[src/rtl/hhs_pkg.sv]
package hhs_pkg;

    localparam int DEF_BUCKETS = 1024;
    localparam int DEF_SLOTS   = 5;

    localparam logic [31:0] CNT_MAX = 32'hFFFF_FFFF;
    localparam logic [30:0] THR_MAX = 31'h7FFF_FFFF;

    localparam int OUT_IDX_W = 10;   // bucket_index width on the result
    localparam int IDX_EXT_W = 17;   // holds any bucket index in range
    localparam int DIV_N     = 64;   // dividend width
    localparam int DIV_D_W   = 34;   // divisor / remainder width

    // result kinds
    localparam logic [2:0] K_HOT_HIT    = 3'd0;
    localparam logic [2:0] K_HOT_CLAIM  = 3'd1;
    localparam logic [2:0] K_COLD_HIT   = 3'd2;
    localparam logic [2:0] K_COLD_CLAIM = 3'd3;
    localparam logic [2:0] K_KICK       = 3'd4;
    localparam logic [2:0] K_DECAY      = 3'd5;

    // short fingerprint is always fp[31:24], so only the full one is stored
    typedef struct packed {
        logic [31:0] count;
        logic [31:0] fp;
        logic [39:0] kh;
        logic [63:0] kl;
    } t_slot;

    localparam int SLOT_W = $bits(t_slot);

    typedef struct packed {
        logic                 start;
        logic [DIV_N-1:0]     dividend;
        logic [DIV_D_W-1:0]   divisor;
    } t_div_req;

    typedef struct packed {
        logic                 done;
        logic [DIV_N-1:0]     quot;
        logic [DIV_D_W-1:0]   rem;
    } t_div_rsp;

    function automatic logic [31:0] f_bump(input logic [31:0] c);
        f_bump = (c == CNT_MAX) ? c : c + 32'd1;
    endfunction

endpackage

[src/rtl/hhs_divider.sv]
module hhs_divider (
    input  logic              i_clk,
    input  logic              i_rst_n,
    input  hhs_pkg::t_div_req i_req,
    output hhs_pkg::t_div_rsp o_rsp
);
    import hhs_pkg::*;

    localparam int CW = $clog2(DIV_N + 1);

    logic [CW-1:0]      r_cnt;
    logic               r_busy;
    logic               r_done;
    logic [DIV_N-1:0]   r_q;
    logic [DIV_D_W-1:0] r_rem;
    logic [DIV_D_W-1:0] r_d;

    logic [DIV_D_W:0]   w_trial;
    logic [DIV_D_W:0]   w_diff;
    logic               w_ge;

    // restoring division, one quotient bit per cycle
    assign w_trial = {r_rem, r_q[DIV_N-1]};
    assign w_ge    = w_trial >= {1'b0, r_d};
    assign w_diff  = w_trial - {1'b0, r_d};

    always_ff @(posedge i_clk) begin
        if (!i_rst_n) begin
            r_busy <= 1'b0;
            r_done <= 1'b0;
            r_cnt  <= '0;
        end else begin
            r_done <= 1'b0;
            if (i_req.start) begin
                r_busy <= 1'b1;
                r_cnt  <= CW'(DIV_N);
            end else if (r_busy) begin
                r_cnt <= r_cnt - 1'b1;
                if (r_cnt == CW'(1)) begin
                    r_busy <= 1'b0;
                    r_done <= 1'b1;
                end
            end
        end
    end

    always_ff @(posedge i_clk) begin
        if (i_req.start) begin
            r_q   <= i_req.dividend;
            r_d   <= i_req.divisor;
            r_rem <= '0;
        end else if (r_busy) begin
            r_q   <= {r_q[DIV_N-2:0], w_ge};
            r_rem <= w_ge ? w_diff[DIV_D_W-1:0] : w_trial[DIV_D_W-1:0];
        end
    end

    assign o_rsp.done = r_done;
    assign o_rsp.quot = r_q;
    assign o_rsp.rem  = r_rem;

endmodule

[config.mk]
export PLATFORM = sky130hd
export DESIGN_NAME = hhs_divider
export DESIGN_NICKNAME = d
export VERILOG_FILES = /design/src/rtl/hhs_pkg.sv /design/src/rtl/hhs_divider.sv
export SDC_FILE = /design/constraint.sdc
export NUM_CORES = 1
export LEC_CHECK = 0
export BUFFER_PORTS_ARGS = -buffer_cell sky130_fd_sc_hd__buf_4
export CORE_AREA = 10 10 126 128
export DETAILED_ROUTE_END_ITERATION = 7
export DIE_AREA = 0 0 136 138
export PLACE_DENSITY = 0.86
export SLEW_MARGIN = 20
export SYNTH_ARGS = -nofsm -noshare
export SYNTH_HDL_FRONTEND = slang
export SYNTH_SLANG_ARGS = --single-unit
[constraint.sdc]
create_clock -name i_clk -period 5.91 [get_ports i_clk]
set_input_delay 1.182 -clock i_clk [delete_from_list [all_inputs] [get_ports i_clk]]
set_output_delay 1.182 -clock i_clk [all_outputs]
set_load 0.05 [all_outputs]
---- Word level (Yosys, flattened, before mapping) ----
Index checks and enable logic that the tools add are counted.
storage, ports and cells
  register bits after elaboration ......... 141
  latch bits .............................. 0
  RAM bits ................................ 0
  ROM bits ................................ 0
  output and inout bits ................... 99
  word-level logic and storage cells ...... 25
  memories kept ........................... 0
operators by class
  add/subtract/negate cells ............... 2
  multipliers ............................. 0
  div/mod/pow operators ................... 0
  $lt $le $gt $ge ......................... 1
  equal/unequal tests ..................... 1
  shift-type cells ........................ 0
  mux-type cells .......................... 9
  bitwise operators ....................... 2
  reduce and logical (&&, ||, !) cells .... 3
operators by type and width
  kind                                                                 count
  64-bit 2-to-1 mux                                                    2
  35-bit by 34-bit >= comparator with 1-bit output                     1
  34-bit 2-to-1 mux                                                    1
  34-bit subtractor                                                    1
  7-bit 2-to-1 mux                                                     2
  7-bit by 1-bit == test with 1-bit output (second input constant)     1
  7-bit by 1-bit subtractor with 7-bit output (second input constant)  1
  1-bit 2-to-1 mux                                                     4
  3-bit OR reduction                                                   1
  1-bit inverter                                                       2
  2-bit nonzero test                                                   1
  2-bit OR reduction                                                   1

---- Logic depth before layout (Yosys ltp) ----
  word-level depth ........................ 4
  mapped depth ............................ 14
  depth with buffers taken out ............ 13

---- Worst setup path after synthesis ----
OpenSTA, ideal clock, no wires.
  path type ............................... input to register
  from .................................... input i_req[98] (netlist name)
  to ...................................... register r_q[0] (enable)
  library setup time ...................... 0.424 ns
  arrival ................................. 2.930 ns
  data required time ...................... 5.486 ns
  path slack .............................. 2.557 ns
  stages on the path ...................... 3
  path buffers ............................ 1
  cell sequence ........................... clkbuf_1 inv_1 nand2_1
between the ends
  cells in the longest elaborated chain, start to end .. 1
ends and longest elaborated chain
  what                          RTL line           RTL
  start, declared               hhs_divider.sv:4   input hhs_pkg::t_div_req i_req,
  2-bit nonzero test (no line)  --
  end signal, assigned          hhs_divider.sv:49  r_q <= i_req.dividend;
  end signal, assigned          hhs_divider.sv:53  r_q <= {r_q[DIV_N-2:0], w_ge};
  end, declared                 hhs_divider.sv:14  logic [DIV_N-1:0] r_q;
No other way between the ends.
A chain may end at the register's enable or synchronous reset.

---- Worst setup path in the final report ----
  from .................................... register r_rem[2]
  to ...................................... register r_rem[33]
between the ends
  cells in the longest elaborated chain, start to end .. 2
ends and longest elaborated chain
  what                                                                                          RTL line                              RTL
  start, declared                                                                               hhs_divider.sv:15                     logic [DIV_D_W-1:0] r_rem;
  start signal, assigned                                                                        hhs_divider.sv:54                     r_rem <= w_ge ? w_diff[DIV_D_W-1:0] : w_trial[DIV_D_W-1:0];
  34-bit subtractor / 35-bit by 34-bit >= comparator with 1-bit output (equally long branches)  hhs_divider.sv:25, hhs_divider.sv:24
  34-bit 2-to-1 mux (*)                                                                         hhs_divider.sv:54
Mark *: on every way between the ends. The rest lies on a longest branch, timed or not.

==> results.cfg <==
[routing]
first_pass_iters = 6
drc_errors = 0
via_count = 6148
wl_per_cell_um = 19.18
wirelength_mm = 20.82
drt_iter0_drc = 483
vias_per_cell = 5.666
ant_nets = 0

[layout]
final_cell_mix = buf_4, edfxtp_1, nand2_1, mux2_2, nor2_1
layout_commonest_cell = buf_4
drive_gt1_share_pct = 35.91
diodes = 0
area_delta_synth_final_pct = 28.70
final_area_sq_um = 9868
fin_cells = 1085
final_nets = 1030

[cts]
clkSinkCount = 141
clock_latency_ns = 0.43
clk_pin_slew_ns = 0.06
cts_tree = built
cts_max_level = 4
post_cts_buffers = 0
postCtsHoldBufs = 0
cts_made_buffers = 17
cts_root_buf = clkbuf_16
cts.repair.resized = 0
clock_path_buffers = 2

[logic_synthesis]
syn_area_per_cell_sq_um = 10.89
async_flop_share_pct = 0
ys_seq_area_share_pct = 49.61
synth.ff_latch_count = 141
synth_edf_count = 98
syn_nets = 842
synth-main-ff-cell = edfxtp_1
synth_area_sq_um = 7667
synthCells = 704
yosysWarnings = 0
ys_types = 68

[critical_path]
crit_fanout = 29
crit_arrival_ns = 3.77
crit_buf_inv = 0
crit_required_ns = 6.25
cp_top_family = compound AO/OA/AOI/OAI gates
worstPathCellList = ha_1 > nand2_1 > a211oi_2 > o21bai_1 > a21oi_4 > o211ai_4 > a21boi_4 > o21a_1 > nand3_1 > o22ai_1
critPathMaxStageDelay_ns = 0.91
cp-end-kind = register
startpoint_type = register
slowest_stage = o21a_1
timing.rr.start = r_rem[2]$_SDFFE_PP0P_
setup.worst_path.class = reg2reg
critPathLaunch = r_rem[2]$_SDFFE_PP0P_

[sta]
min_period_ns = 3.432
skew_ns = 0.009916
setup_viol = 0
relSlewSlack_pct = 24.73
hold_viol = 0
rsz0062_at_grt = false
slew_violations = 0
fmax_ghz = 0.2913
finalCritPeriodShare_pct = 58.08
worstMarginPinSlew_ns = 1.129
tns_ns = 0

[placement]
routabilityCongestion = 0.8576
dp_cells = 1053
hpwl_mm = 15.31
dpl_cell_area_sq_um = 9268
port-buffer-count = 199

[global_route]
grt_first_pass_wirelength_mm = 33.09
antenna_found_initial = 0
grt_overflow = 0
grt_start_max_net_pins = 75
grt_pass1_vias = 6330
track_usage_pct = 22.01

[floorplanning]
ios = 200
start_util_pct = 56.78
die_h_um = 138
num_rows = 43
die-area_sq_um = 18770
core_sq_um = 13500
fp.dieW_um = 136

[power]
p_leak_nw = 4.195
cellPowerDensity_nw_per_um2 = 317.0
vdd_drop_max_mv = 0.2630

[run]
maxCapViolCount = 0

[min_path]
worstHoldPathType = reg2reg
hp-start = r_cnt[1]$_SDFFE_PP0P_

[status]
status = complete, no violations
## cell type report
| class | instances | area, sq um |
|---|---|---|
| clock inverter | 15 | 175.2 |
| sequential | 141 | 3805 |
| timing repair buffer | 203 | 1524 |
| inverter | 48 | 180.2 |
| tap | 180 | 225.2 |
| clock buffer | 17 | 425.4 |
| fill | 976 | 3636 |
| multi-input combinational | 481 | 3533 |
## cell families after synthesis
kind of cell	synth area share, %
compound gates	14.98
xor+xnor	3.541
fa+ha+maj	6.136
buf+inv	4.341
flops	49.61
mux	9.807
simple gates	11.59
## worst paths after layout
| kind | cells past startpoint | endpoint | slack, ns |
|---|---|---|---|
| setup / recovery | 10 | r_rem[33]$_SDFFE_PP0P_ | 2.48 |
| hold / removal | 2 | r_cnt[1]$_SDFFE_PP0P_ | 0.50 |
| setup reg to reg | 10 | r_rem[33]$_SDFFE_PP0P_ | 2.48 |
| hold reg to reg | 2 | r_cnt[1]$_SDFFE_PP0P_ | 0.50 |
## state kept, by name (all words and copies together) (netlist names)
name and count:
r_q 64, r_busy 1, r_rem 34, r_done 1, r_cnt 7, r_d 34
## per-layer routing
metal,wire length (um),track usage [%]
met5,0,0
met2,10320,36.41
met1,7789,24.24
met4,315,5.889
met3,2388,11.34
## report_power, final
part           internal (mW)  leakage (nW)  switching, mW
combinational          0.299          2.57          0.518
sequential              1.16          1.33         0.0591
clock                  0.637         0.291          0.454
total                   2.10          4.19           1.03
## through the flow
stage               power, mW  worst slack [ns]  hold WS (ns)  utilization, %
floorplan               1.801             2.557        0.4685               -
global placement        2.036             2.309        0.4850           68.63
detailed placement      2.050             2.287        0.4879           68.63
CTS                     3.142             2.521        0.4966           73.08
global route            3.248             2.228        0.5167           73.08
finish                  3.128             2.478        0.4991           73.08
## synth_stat cells (2+ instances only)
cell      number  area (sq um)
a211oi_1       8         60.06
a21boi_0       2         15.01
a21o_1        12         90.09
a21oi_1       40         200.2
a21oi_2        2         17.52
a311oi_1      17         148.9
a311oi_2       8         120.1
a31oi_1        5         31.28
a41oi_1        3         26.28
and3_1         7         43.79
buf_2          8         40.04
buf_4          2         15.01
clkbuf_1      23         86.33
dfxtp_1       43         860.8
edfxtp_1      98          2943
ha_1          36         450.4
inv_1         47         176.4
mux2_2        64         720.7
mux2i_1        2         20.02
nand2_1       75         281.5
nand2b_1       7         43.79
nand3_1       12         60.06
nand4_1        5         31.28
nand4b_1       4         35.03
nor2_1        54         202.7
nor2b_1        6         37.54
nor3_1         8         40.04
nor4_1         4         25.02
o211ai_1       7         52.55
o21ai_0       14         70.07
o21ai_1        7         35.03
o21ai_2        2         17.52
o21bai_1       4         30.03
o22ai_1        2         12.51
o31ai_1        2         15.01
or3_1          3         18.77
xnor2_1       18         157.7
xor2_1        13         113.9
## worst min-delay path: cells and delay by family, from the launching register on
kind,cells,cell delay [ns]
DFF,1,0.33
and+or+nand+nor,1,0.08
AOI/OAI and AO/OA,1,0.04
No activity file was read; power rests on OpenSTA's default activity.
